$ cat src/rtl/archimedean_spiral_generator_macros.svh
// Assertion shorthands for the spiral generator.
// Each expects clk and rst_n in scope.
`ifndef ARCHIMEDEAN_SPIRAL_GENERATOR_MACROS_SVH
`define ARCHIMEDEAN_SPIRAL_GENERATOR_MACROS_SVH

// Same-cycle implication, checked outside reset
`define ASG_ASSERT_IMPLY(label, ante, cons) \
    label: assert property (@(posedge clk) disable iff (!rst_n) (ante) |-> (cons)) \
        else $error("same-cycle implication failed");

// Next-cycle implication, checked outside reset
`define ASG_ASSERT_NEXT(label, ante, cons) \
    label: assert property (@(posedge clk) disable iff (!rst_n) (ante) |=> (cons)) \
        else $error("next-cycle implication failed");

`endif

$ cat src/rtl/asg_pkg.sv
package asg_pkg;

    // Defaults for the top-level parameters
    localparam int CORDIC_STAGES_DEF = 16;
    localparam int INDEX_WIDTH_DEF   = 16;

    // Configuration register indexes
    localparam int CFG_INDEX_WIDTH = 2;
    localparam logic [CFG_INDEX_WIDTH-1:0] REG_START_RADIUS = 2'd0;
    localparam logic [CFG_INDEX_WIDTH-1:0] REG_RADIUS_STEP  = 2'd1;
    localparam logic [CFG_INDEX_WIDTH-1:0] REG_ANGLE_STEP   = 2'd2;
    localparam logic [CFG_INDEX_WIDTH-1:0] REG_POINT_COUNT  = 2'd3;

    // Register reset values
    localparam logic [31:0] START_RADIUS_RST = 32'd16777216;
    localparam logic [23:0] RADIUS_STEP_RST  = 24'd8389;
    localparam logic [31:0] ANGLE_STEP_RST   = 32'd536871;
    localparam logic [16:0] POINT_COUNT_RST  = 17'd32768;

    // round(2^30 / K), K the CORDIC gain limit
    localparam logic [29:0] GAIN_INV = 30'd652032874;

    // Micro-rotation angles, full turn = 2^32
    localparam int ATAN_LEN   = 30;
    localparam int ATAN_IDX_W = 5;
    localparam logic [31:0] ATAN_TURNS [ATAN_LEN] = '{
        32'h20000000, 32'h12E4051E, 32'h09FB385B, 32'h051111D4, 32'h028B0D43,
        32'h0145D7E1, 32'h00A2F61E, 32'h00517C55, 32'h0028BE53, 32'h00145F2F,
        32'h000A2F98, 32'h000517CC, 32'h00028BE6, 32'h000145F3, 32'h0000A2FA,
        32'h0000517D, 32'h000028BE, 32'h0000145F, 32'h00000A30, 32'h00000518,
        32'h0000028C, 32'h00000146, 32'h000000A3, 32'h00000051, 32'h00000029,
        32'h00000014, 32'h0000000A, 32'h00000005, 32'h00000003, 32'h00000001
    };

    // Handshake between the sequencer and the rotation unit
    typedef struct packed {
        logic start;
        logic ack;
    } asg_cmd_t;

    typedef struct packed {
        logic busy;
        logic done;
    } asg_sts_t;

    // One finished point, signed Q7.16
    typedef struct packed {
        logic [23:0] y;
        logic [23:0] x;
    } asg_point_t;

endpackage

$ cat src/rtl/archimedean_spiral_generator.sv
// Channel   | Direction | Payload
// ----------+-----------+--------------------------------------------------
// s_axis    | in        | tdata[0] restart
// m_axis    | out       | tdata x_coord, y_coord, point_index; tlast last
// cfg       | in        | cfg_index register, cfg_data value
//
// A point passes from acceptance through ST_START, the quarter-turn pre-rotation, the CORDIC_STAGES
// micro-rotations, one per cycle, and C_HOLD into the output register; the next point is taken after C_HOLD.
// s_axis_tready is high only while no point is in work; cfg_ready is always high.
// A result waits in the output register; the next point may be accepted meanwhile.
// rst_n clears control state and loads the register defaults asynchronously.
`include "archimedean_spiral_generator_macros.svh"

module archimedean_spiral_generator #(
    parameter int CORDIC_STAGES = asg_pkg::CORDIC_STAGES_DEF,
    parameter int INDEX_WIDTH   = asg_pkg::INDEX_WIDTH_DEF
) (
    input  logic                                clk,
    input  logic                                rst_n,
    // s_axis_tdata: [0] restart, [7:1] zero
    input  logic                                s_axis_tvalid,
    output logic                                s_axis_tready,
    input  logic [7:0]                          s_axis_tdata,
    // m_axis_tdata: [23:0] x_coord, [47:24] y_coord, [63:48] point_index
    output logic                                m_axis_tvalid,
    input  logic                                m_axis_tready,
    output logic [63:0]                         m_axis_tdata,
    output logic                                m_axis_tlast,
    input  logic                                cfg_valid,
    output logic                                cfg_ready,
    input  logic [asg_pkg::CFG_INDEX_WIDTH-1:0] cfg_index,
    input  logic [31:0]                         cfg_data
);
    import asg_pkg::*;

    localparam int IW = INDEX_WIDTH;
    localparam int CW = (IW + 1 > 17) ? IW + 1 : 17;

    localparam logic [1:0] ST_IDLE  = 2'd0;
    localparam logic [1:0] ST_START = 2'd1;
    localparam logic [1:0] ST_RUN   = 2'd2;

    logic [31:0]   start_radius_reg;
    logic [23:0]   radius_step_reg;
    logic [31:0]   angle_step_reg;
    logic [16:0]   point_count_reg;

    logic [1:0]    state_reg, state_next;
    logic [IW-1:0] idx_reg, idx_next;
    logic [31:0]   radius_acc_reg, radius_acc_next;
    logic [31:0]   angle_acc_reg, angle_acc_next;
    logic          m_valid_reg, m_valid_next;
    logic [63:0]   m_data_reg, m_data_next;
    logic          m_last_reg, m_last_next;

    asg_cmd_t      cordic_cmd;
    asg_sts_t      cordic_sts;
    asg_point_t    cordic_point;

    logic          in_xact;
    logic          fin_write;
    logic          last_pt;
    logic [CW-1:0] count_ext;
    logic [CW-1:0] count_lim;
    logic [CW-1:0] count_eff;
    logic [CW-1:0] idx_plus;
    logic [IW+15:0] idx_wide;
    logic [32:0]   radius_sum;

    asg_cordic #(
        .STAGES (CORDIC_STAGES)
    ) u_cordic (
        .clk    (clk),
        .rst_n  (rst_n),
        .cmd    (cordic_cmd),
        .radius (radius_acc_reg),
        .phase  (angle_acc_reg),
        .sts    (cordic_sts),
        .point  (cordic_point)
    );

    assign s_axis_tready = (state_reg == ST_IDLE);
    assign in_xact       = s_axis_tvalid && s_axis_tready;
    assign fin_write     = (state_reg == ST_RUN) && cordic_sts.done
                           && (!m_valid_reg || m_axis_tready);

    // Effective point count: zero acts as one, capped at the index range
    assign count_ext = CW'(point_count_reg);
    assign count_lim = CW'(1) << IW;
    assign count_eff = (count_ext == '0) ? CW'(1)
                     : ((count_ext > count_lim) ? count_lim : count_ext);
    assign idx_plus  = CW'(idx_reg) + CW'(1);
    assign last_pt   = (idx_plus >= count_eff);

    assign idx_wide   = {16'b0, idx_reg};
    assign radius_sum = {1'b0, radius_acc_reg} + 33'(radius_step_reg);

    assign cordic_cmd.start = (state_reg == ST_START);
    assign cordic_cmd.ack   = fin_write;

    always_comb
    begin
        state_next      = state_reg;
        idx_next        = idx_reg;
        radius_acc_next = radius_acc_reg;
        angle_acc_next  = angle_acc_reg;
        m_data_next     = m_data_reg;
        m_last_next     = m_last_reg;
        m_valid_next    = m_valid_reg && !m_axis_tready;
        case (state_reg)
            ST_IDLE:
            begin
                // Take a transaction, restart the spiral if asked
                if (in_xact)
                begin
                    if (s_axis_tdata[0])
                    begin
                        idx_next        = '0;
                        radius_acc_next = start_radius_reg;
                        angle_acc_next  = '0;
                    end
                    state_next = ST_START;
                end
            end
            ST_START:
            begin
                state_next = ST_RUN;
            end
            ST_RUN:
            begin
                // Deliver the point and advance or wrap the accumulators
                if (fin_write)
                begin
                    m_valid_next = 1'b1;
                    m_data_next  = {idx_wide[15:0], cordic_point.y, cordic_point.x};
                    m_last_next  = last_pt;
                    if (last_pt)
                    begin
                        idx_next        = '0;
                        radius_acc_next = start_radius_reg;
                        angle_acc_next  = '0;
                    end
                    else
                    begin
                        idx_next        = idx_reg + 1'b1;
                        radius_acc_next = radius_sum[32] ? 32'hFFFF_FFFF
                                                         : radius_sum[31:0];
                        angle_acc_next  = angle_acc_reg + angle_step_reg;
                    end
                    state_next = ST_IDLE;
                end
            end
            default:
            begin
                state_next = ST_IDLE;
            end
        endcase
    end

    always_ff @(posedge clk or negedge rst_n)
    begin
        if (!rst_n)
        begin
            state_reg      <= ST_IDLE;
            idx_reg        <= '0;
            radius_acc_reg <= START_RADIUS_RST;
            angle_acc_reg  <= '0;
            m_valid_reg    <= 1'b0;
        end
        else
        begin
            state_reg      <= state_next;
            idx_reg        <= idx_next;
            radius_acc_reg <= radius_acc_next;
            angle_acc_reg  <= angle_acc_next;
            m_valid_reg    <= m_valid_next;
        end
    end

    always_ff @(posedge clk)
    begin
        m_data_reg <= m_data_next;
        m_last_reg <= m_last_next;
    end

    // Configuration writes
    assign cfg_ready = 1'b1;

    always_ff @(posedge clk or negedge rst_n)
    begin
        if (!rst_n)
        begin
            start_radius_reg <= START_RADIUS_RST;
            radius_step_reg  <= RADIUS_STEP_RST;
            angle_step_reg   <= ANGLE_STEP_RST;
            point_count_reg  <= POINT_COUNT_RST;
        end
        else if (cfg_valid && cfg_ready)
        begin
            case (cfg_index)
                REG_START_RADIUS: start_radius_reg <= cfg_data;
                REG_RADIUS_STEP:  radius_step_reg  <= cfg_data[23:0];
                REG_ANGLE_STEP:   angle_step_reg   <= cfg_data;
                REG_POINT_COUNT:  point_count_reg  <= cfg_data[16:0];
                default:          ;
            endcase
        end
    end

    assign m_axis_tvalid = m_valid_reg;
    assign m_axis_tdata  = m_data_reg;
    assign m_axis_tlast  = m_last_reg;

    `ASG_ASSERT_IMPLY(a_ready_unit_free, s_axis_tready, !cordic_sts.busy)
    `ASG_ASSERT_NEXT(a_accept_starts, in_xact, state_reg == ST_START && cordic_sts.busy == 1'b0)
    `ASG_ASSERT_IMPLY(a_no_overwrite, fin_write, !m_valid_reg || m_axis_tready)
    `ASG_ASSERT_NEXT(a_wrap_clears, fin_write && last_pt, idx_reg == '0 && angle_acc_reg == '0)

endmodule

$ cat src/rtl/asg_cordic.sv
module asg_cordic #(
    parameter int STAGES = asg_pkg::CORDIC_STAGES_DEF
) (
    input  logic               clk,
    input  logic               rst_n,
    input  asg_pkg::asg_cmd_t  cmd,
    input  logic [31:0]        radius,
    input  logic [31:0]        phase,
    output asg_pkg::asg_sts_t  sts,
    output asg_pkg::asg_point_t point
);
    import asg_pkg::*;

    localparam int XW = 35;                  // x/y datapath, covers gain growth
    localparam int ZW = 33;                  // residual angle
    localparam int SW = $clog2(STAGES);
    localparam logic [SW-1:0] LAST_ITER = SW'(STAGES - 1);

    localparam logic [1:0] C_IDLE = 2'd0;
    localparam logic [1:0] C_PRE  = 2'd1;
    localparam logic [1:0] C_ITER = 2'd2;
    localparam logic [1:0] C_HOLD = 2'd3;

    logic [1:0]           state_reg, state_next;
    logic [SW-1:0]        iter_reg, iter_next;
    logic [61:0]          prod_reg, prod_next;
    logic [31:0]          phase_reg, phase_next;
    logic signed [XW-1:0] x_reg, x_next;
    logic signed [XW-1:0] y_reg, y_next;
    logic signed [ZW-1:0] z_reg, z_next;

    logic [61:0]          prod_rnd;
    logic [31:0]          mag;
    logic signed [XW-1:0] mag_s;
    logic [31:0]          phase_adj;
    logic [1:0]           quarter;
    logic [31:0]          resid;
    logic signed [XW-1:0] x_sh, y_sh;
    logic [ATAN_IDX_W-1:0] tab_idx;
    logic signed [ZW-1:0] atan_s;

    // Round half up from Q8.24 to Q7.16 and clamp to 24 bits
    function automatic logic [23:0] sat_q7_16(input logic signed [XW-1:0] v);
        logic signed [XW:0]   t;
        logic signed [XW-8:0] s;
        logic [23:0]          r;
        t = {v[XW-1], v} + (XW+1)'(128);
        s = t[XW:8];
        if (s[XW-8:23] != {(XW-30){s[XW-8]}})
            r = s[XW-8] ? 24'h800000 : 24'h7FFFFF;
        else
            r = s[23:0];
        return r;
    endfunction

    // Scaled radius and quarter-turn fold
    assign prod_rnd  = prod_reg + 62'h2000_0000;
    assign mag       = prod_rnd[61:30];
    assign mag_s     = $signed({{(XW-32){1'b0}}, mag});
    assign phase_adj = phase_reg + 32'h2000_0000;
    assign quarter   = phase_adj[31:30];
    assign resid     = phase_reg - {quarter, 30'b0};

    // Shared shift and add-subtract unit, one micro-rotation per cycle
    assign x_sh    = x_reg >>> iter_reg;
    assign y_sh    = y_reg >>> iter_reg;
    assign tab_idx = ATAN_IDX_W'(iter_reg);
    assign atan_s  = $signed({1'b0, ATAN_TURNS[tab_idx]});

    always_comb
    begin
        state_next = state_reg;
        iter_next  = iter_reg;
        prod_next  = prod_reg;
        phase_next = phase_reg;
        x_next     = x_reg;
        y_next     = y_reg;
        z_next     = z_reg;
        case (state_reg)
            C_IDLE:
            begin
                // Scale the radius by the inverse gain
                if (cmd.start)
                begin
                    prod_next  = {30'b0, radius} * {32'b0, GAIN_INV};
                    phase_next = phase;
                    state_next = C_PRE;
                end
            end
            C_PRE:
            begin
                // Pre-rotate by the nearest quarter turn
                case (quarter)
                    2'd0:
                    begin
                        x_next = mag_s;
                        y_next = '0;
                    end
                    2'd1:
                    begin
                        x_next = '0;
                        y_next = mag_s;
                    end
                    2'd2:
                    begin
                        x_next = -mag_s;
                        y_next = '0;
                    end
                    default:
                    begin
                        x_next = '0;
                        y_next = -mag_s;
                    end
                endcase
                z_next     = $signed({resid[31], resid});
                iter_next  = '0;
                state_next = C_ITER;
            end
            C_ITER:
            begin
                // Rotate toward zero residual
                if (!z_reg[ZW-1])
                begin
                    x_next = x_reg - y_sh;
                    y_next = y_reg + x_sh;
                    z_next = z_reg - atan_s;
                end
                else
                begin
                    x_next = x_reg + y_sh;
                    y_next = y_reg - x_sh;
                    z_next = z_reg + atan_s;
                end
                iter_next = iter_reg + 1'b1;
                if (iter_reg == LAST_ITER)
                    state_next = C_HOLD;
            end
            C_HOLD:
            begin
                // Hold the point until the sequencer takes it
                if (cmd.ack)
                    state_next = C_IDLE;
            end
            default:
            begin
                state_next = C_IDLE;
            end
        endcase
    end

    always_ff @(posedge clk or negedge rst_n)
    begin
        if (!rst_n)
            state_reg <= C_IDLE;
        else
            state_reg <= state_next;
    end

    always_ff @(posedge clk)
    begin
        iter_reg  <= iter_next;
        prod_reg  <= prod_next;
        phase_reg <= phase_next;
        x_reg     <= x_next;
        y_reg     <= y_next;
        z_reg     <= z_next;
    end

    assign sts.busy = (state_reg != C_IDLE);
    assign sts.done = (state_reg == C_HOLD);
    assign point.x  = sat_q7_16(x_reg);
    assign point.y  = sat_q7_16(y_reg);

endmodule

$ cat config.mk
export PLATFORM = sky130hd
export DESIGN_NAME = archimedean_spiral_generator
export DESIGN_NICKNAME = d
export VERILOG_FILES = /design/src/rtl/asg_pkg.sv /design/src/rtl/archimedean_spiral_generator.sv /design/src/rtl/asg_cordic.sv
export VERILOG_INCLUDE_DIRS = /design/src /design/src/rtl
export SDC_FILE = /design/constraint.sdc
export NUM_CORES = 2
export LEC_CHECK = 0
export BUFFER_PORTS_ARGS = -buffer_cell sky130_fd_sc_hd__buf_2
export CAP_MARGIN = 15
export CORE_MARGIN = 3
export CORE_UTILIZATION = 50
export DETAILED_ROUTE_END_ITERATION = 8
export HOLD_SLACK_MARGIN = 0.02
export PLACE_DENSITY = 0.63
export SYNTH_ARGS = -nofsm -noshare
export SYNTH_HDL_FRONTEND = slang
export SYNTH_SLANG_ARGS = --single-unit
$ cat constraint.sdc
create_clock -name clk -period 20.3 [get_ports clk]
set_clock_uncertainty 0.2 [all_clocks]
set_input_delay 4.06 -clock clk [delete_from_list [all_inputs] [get_ports clk]]
set_output_delay 4.06 -clock clk [all_outputs]
set_load 0.01 [all_outputs]
=== Word-level counts from Yosys, hierarchy flattened ===
Memories as Yosys holds them, arrays and structs flattened.
Cells that the tools add are included.

* Register bits after elaboration: 455
* Memory bits (read-only): 1024
* Input bits: 47
* Word-level logic and storage cells: 127
* Memories kept: 1

* Add/sub/neg operators: 17
* Multiply operators: 1
* Magnitude comparators: 3
* Equal/unequal tests: 19
* Shift operators: 2
* Multiplexer cells: 41
* Bitwise operators: 1
* Reductions and logical operators: 24

{| class="wikitable"
|+ Memory list
! memory !! depth !! bits a word !! rd ports !! clocked after memory_dff !! write ports !! line !! source
|-
| (name not given) || 32 || 32 || 1 || 0 || 0 || asg_cordic.sv:68 || <nowiki>assign atan_s = $signed({1'b0, ATAN_TURNS[tab_idx]});</nowiki>
|}

{| class="wikitable"
|+ Operator list
! operator !! number
|-
| $mux W32 || 11
|-
| $pmux W35 S2 || 4
|-
| $pmux W32 S2 || 2
|-
| $mux W24 || 4
|-
| $add A35 B9 Y36 const B || 2
|-
| $add A35 B35 Y35 || 2
|-
| $mux W35 || 2
|-
| $sshr A35 B4 Y35 || 2
|-
| $sub A35 B35 Y35 || 2
|-
| $pmux W33 S2 || 1
|-
| $mux W16 || 4
|-
| $add A62 B30 Y62 const B || 1
|-
| $mul A32 B29 Y61 const B || 1
|-
| $neg A32 Y35 || 1
|-
| $mux W17 || 2
|-
| $add A32 B24 Y33 || 1
|-
| $add A33 B33 Y33 || 1
|-
| $mux W33 || 1
|-
| $sub A33 B33 Y33 || 1
|-
| $add A32 B30 Y32 const B || 1
|-
| $add A32 B32 Y32 || 1
|-
| $pmux W16 S2 || 1
|-
| $sub A32 B32 Y32 || 1
|-
| $add A16 B1 Y17 const B || 1
|-
| 27 further kinds || 58
|}

=== Longest topological paths before layout ===
* Depth in word-level cells: 7
* Gate-level depth with buffers: 32
* Depth with buffers taken out: 25

=== Hierarchy ===
A second synthesis with hierarchy kept.

* Cell total of the unflattened synthesis: 5236
* Area, all modules: 51185.3 um2

{| class="wikitable"
|+ Modules (own cells, without submodules)
! module !! times used !! cells an instance !! area each (um2)
|-
| asg_cordic || 1 || 4097 || 38230.4
|-
| archimedean_spiral_generator || 1 || 1139 || 12954.9
|}

=== Worst setup path before layout ===
Ideal clock, no wire load.

* Kind: input-to-reg
* Start: in m_axis_tready
* End: reg angle_acc_reg[28]
* Arrival time: 8371 ps
* Data required time: 19967 ps
* Path slack: 11596 ps
* Stages on the path: 7
* Buffers on the path: 2
* Path through: inv_1 -> a21oi_1 -> a21oi_1 -> clkbuf_1 -> clkbuf_1 -> a32oi_1 -> o21ai_0

* Cells in the longest elaborated chain, start to end: 4

{| class="wikitable"
|+ RTL lines
! what !! line !! source
|-
| start, declared || archimedean_spiral_generator.sv:26 || <nowiki>input logic m_axis_tready,</nowiki>
|-
| $logic_or A1 B1 Y1 || archimedean_spiral_generator.sv:85 || <nowiki>&& (!m_valid_reg || m_axis_tready);</nowiki>
|-
| $logic_and A1 B1 Y1 || archimedean_spiral_generator.sv:85 ||
|-
| $ne A2 B2 Y1 (no line) || n/a ||
|-
| $reduce_and A4 Y1 (no line) || n/a ||
|-
| end signal, assigned || archimedean_spiral_generator.sv:175 || <nowiki>angle_acc_reg <= angle_acc_next;</nowiki>
|-
| end, declared || archimedean_spiral_generator.sv:51 || <nowiki>logic [31:0] angle_acc_reg, angle_acc_next;</nowiki>
|}

Every way passes these cells.
A chain may end at the register's enable or synchronous reset.

=== Final worst setup path ===
* Start: reg radius_acc_reg[13]
* End: reg u_cordic.prod_reg[55] (data pin)

* Cells in the longest elaborated chain, start to end: 1

{| class="wikitable"
|+ RTL lines
! what !! line !! source
|-
| start, declared || archimedean_spiral_generator.sv:50 || <nowiki>logic [31:0] radius_acc_reg, radius_acc_next;</nowiki>
|-
| start signal, assigned || archimedean_spiral_generator.sv:174 || <nowiki>radius_acc_reg <= radius_acc_next;</nowiki>
|-
| $mul A32 B29 Y61 || asg_cordic.sv:85 || <nowiki>prod_next = {30'b0, radius} * {32'b0, GAIN_INV};</nowiki>
|-
| end signal, assigned || asg_cordic.sv:162 || <nowiki>prod_reg <= prod_next;</nowiki>
|-
| end, declared || asg_cordic.sv:26 || <nowiki>logic [61:0] prod_reg, prod_next;</nowiki>
|}

Every way passes these cells.

==> flow_summary.json <==
{
  "status": "finished, final reports clean",
  "largest_reg_flops": 64,
  "synth_nets": 6392,
  "synth_edf_count": 237,
  "postCtsHoldBufs": 0,
  "ys.flop_type": "edfxtp_1",
  "endpoint_kind": "flop",
  "crit_start": "radius_acc_reg[13]$_DFFE_PN0P_",
  "finalSetupViolCount": 0,
  "cp_max_fo": 9,
  "async_flop_share_pct": 44.5,
  "hold_path.class": "flop to flop",
  "die_area_mm2": 0.107,
  "grt_max_degree": 75,
  "nets": 6390,
  "synth_cell_types": 109,
  "ys_seq_area_share_pct": 23.0,
  "yosys.area.top_type": "fa_1",
  "cts_buffers": 46,
  "r2r-end": "u_cordic.prod_reg[55]$_DFFE_PP_",
  "cts_sinks": 427,
  "fin_tns_setup_ns": 0,
  "hpwl_mm": 116,
  "antenna_found_initial": 7,
  "worstSetupPathType": "flop to flop",
  "drt_pass1_iterations": 6,
  "fillers": 9304,
  "seq_area_mm2": 0.0119,
  "clk_latency_ns": 0.61,
  "synth.yosys.warnings": 0,
  "synthCells": 5338,
  "maxSlewViolCount": 0,
  "post-synth-top-count-cell": "inv_1",
  "rsz0062_at_grt": "false",
  "synth_seq_cells": 427,
  "fin_crit_ns": 9.17,
  "routed_via_density": 5.84,
  "r2r_cells": 23,
  "hold_path_depth": 0,
  "dr_total_vias": 39400,
  "netlist_top_cells_area": "fa_1 (18%), edfxtp_1 (14%), ha_1 (13%)",
  "syn_to_final_growth_pct": 6.41,
  "worst_pin_slew_ns": 1.10,
  "syn_area_mm2": 0.0517,
  "timing.slew.headroom_pct": 26.5,
  "path_clk_slew_ns": 0.07,
  "ant_nets": 0,
  "totalWireLength_mm": 144,
  "start_util_pct": 50.6,
  "cts-root-buf": "clkbuf_16",
  "synth_top_area_share_pct": 17.9,
  "dr.first_iter.drc_count": 3680,
  "cts_buffer_depth": 3,
  "multi_input_area_mm2": 0.0359,
  "wl_per_cell_um": 21.3,
  "grt_pass1_wl_mm": 227,
  "startpoint_type": "flop",
  "num_rows": 117,
  "coreArea_mm2": 0.102,
  "post-route-period-util_pct": 45.2,
  "die_w_um": 328,
  "io_pins": 115,
  "grt_pass1_vias": 39400,
  "postCtsSetupRepairBufs": 0,
  "worstPathArrival_ns": 9.32,
  "grt_usage_pct": 26.8,
  "synth_common_cells": "inv_1 (819), ha_1 (545), fa_1 (462), nand2_1 (379), a21oi_1 (286)",
  "overflow": 0,
  "max_freq_ghz": 0.109,
  "gp_congestion": 0.977,
  "r2r_slack_ns": 11.13,
  "drive_above_1_share_pct": 9.99,
  "maxCapViolations": 0,
  "drc": 0,
  "cts_tree": "built",
  "syn_area_per_cell_um2": 9.69,
  "hold_viol": 0,
  "cts_resized": 0,
  "htree_num_levels": 2,
  "die_y_um": 328,
  "io_buffers": 106,
  "post-route-util_pct": 53.9,
  "cp-endpoint": "u_cordic.prod_reg[55]$_DFFE_PP_",
  "r2r-start": "radius_acc_reg[13]$_DFFE_PN0P_",
  "required_ns": 20.45
}
## metrics by stage
step	setup slack [ns]	std cells	hold WS (ns)	instance area, um^2
after floorplan	11.60	5338	0.225	51700
after global placement	11.28	6654	0.250	53500
after detailed placement	11.22	6654	0.243	53500
after CTS	11.22	6739	0.266	55000
after global routing	10.84	6746	0.274	55100
final	11.13	6746	0.263	55100
## how the worst min path moves through the flow
stage                                  startpoint                                to
floorplan           angle_acc_reg[31]$_DFFE_PN0P_  u_cordic.phase_reg[31]$_DFFE_PP_
global placement    angle_acc_reg[31]$_DFFE_PN0P_  u_cordic.phase_reg[31]$_DFFE_PP_
detailed placement  angle_acc_reg[31]$_DFFE_PN0P_  u_cordic.phase_reg[31]$_DFFE_PP_
CTS                 angle_acc_reg[31]$_DFFE_PN0P_  u_cordic.phase_reg[31]$_DFFE_PP_
global route        angle_acc_reg[31]$_DFFE_PN0P_  u_cordic.phase_reg[31]$_DFFE_PP_
finish              angle_acc_reg[31]$_DFFE_PN0P_  u_cordic.phase_reg[31]$_DFFE_PP_
## worst max-delay path, stage by stage, from the launching register on
cell	delay [ns]
dfrtp_1	0.84
inv_1	0.36
fa_1	0.56
fa_1	0.52
inv_1	0.06
fa_1	0.50
inv_1	0.05
fa_1	0.47
inv_1	0.07
fa_1	0.52
fa_1	0.53
fa_1	0.54
inv_1	0.05
fa_1	0.50
inv_1	0.04
ha_1	0.41
and4_1	0.29
a31o_2	0.25
a211oi_1	0.67
a21oi_1	0.21
or3_1	0.51
a41o_1	0.33
a221oi_1	0.31
xnor2_1	0.11
## final cells by class
cell class / count / area share [%]
Multi-Input combinational cell: 3873 / 65.1
Sequential cell: 427 / 21.6
Inverter: 825 / 5.62
Tap cell: 1368 / 3.11
Clock buffer: 60 / 2.26
Timing Repair Buffer: 163 / 1.76
Clock inverter: 25 / 0.498
Antenna cell: 5 / 0.0227
## cell families (layout without fill, tap and decap cells)
kind of cell	Yosys count	in the layout	synth area share (%)
adder cells (fa/ha/maj)	1007	1007	31.1
AND/OR/NAND/NOR	1107	1107	10.4
other	1	6	0.00725
XOR/XNOR	382	382	6.49
flip-flops	427	427	23.0
AO/OA/AOI/OAI	1088	1088	13.5
multiplexers	288	288	7.74
buffers and inverters	1038	1073	7.84
## per-layer routing
layer  wire length (um)  GRT usage, %  vias up
met2              63600          41.5     1326
met1              64100          38.6    19300
met4               4990          8.57        0
met5                  0             0        -
met3              10800          4.34      274
li1                   -             -    18500
## layout by cell type (no fill, tap or decap), drive strengths merged, types with 26 or more instances in the layout
master and n:
fa 462, mux4 70, and2 26, nor2b 38
o221ai 30, o21a 27, mux2i 54, o21ai 255
a21o 98, xor2 156, mux2 164, nand2b 36
o22ai 35, xnor2 225, nor4 26, nor2 231
nor3 73, edfxtp 237, nand3 108, a31oi 78
buf 161, clkbuf 62, a21oi 286, o31ai 30
or3 27, dfrtp 174, ha 545, a211oi 28
and3 47, o211ai 29, nand2 379, inv 827
nand4 50
Power is left out: the tool's default activity adds up to more than one toggle a clock period on the data nets, which glitch-free logic cannot reach.
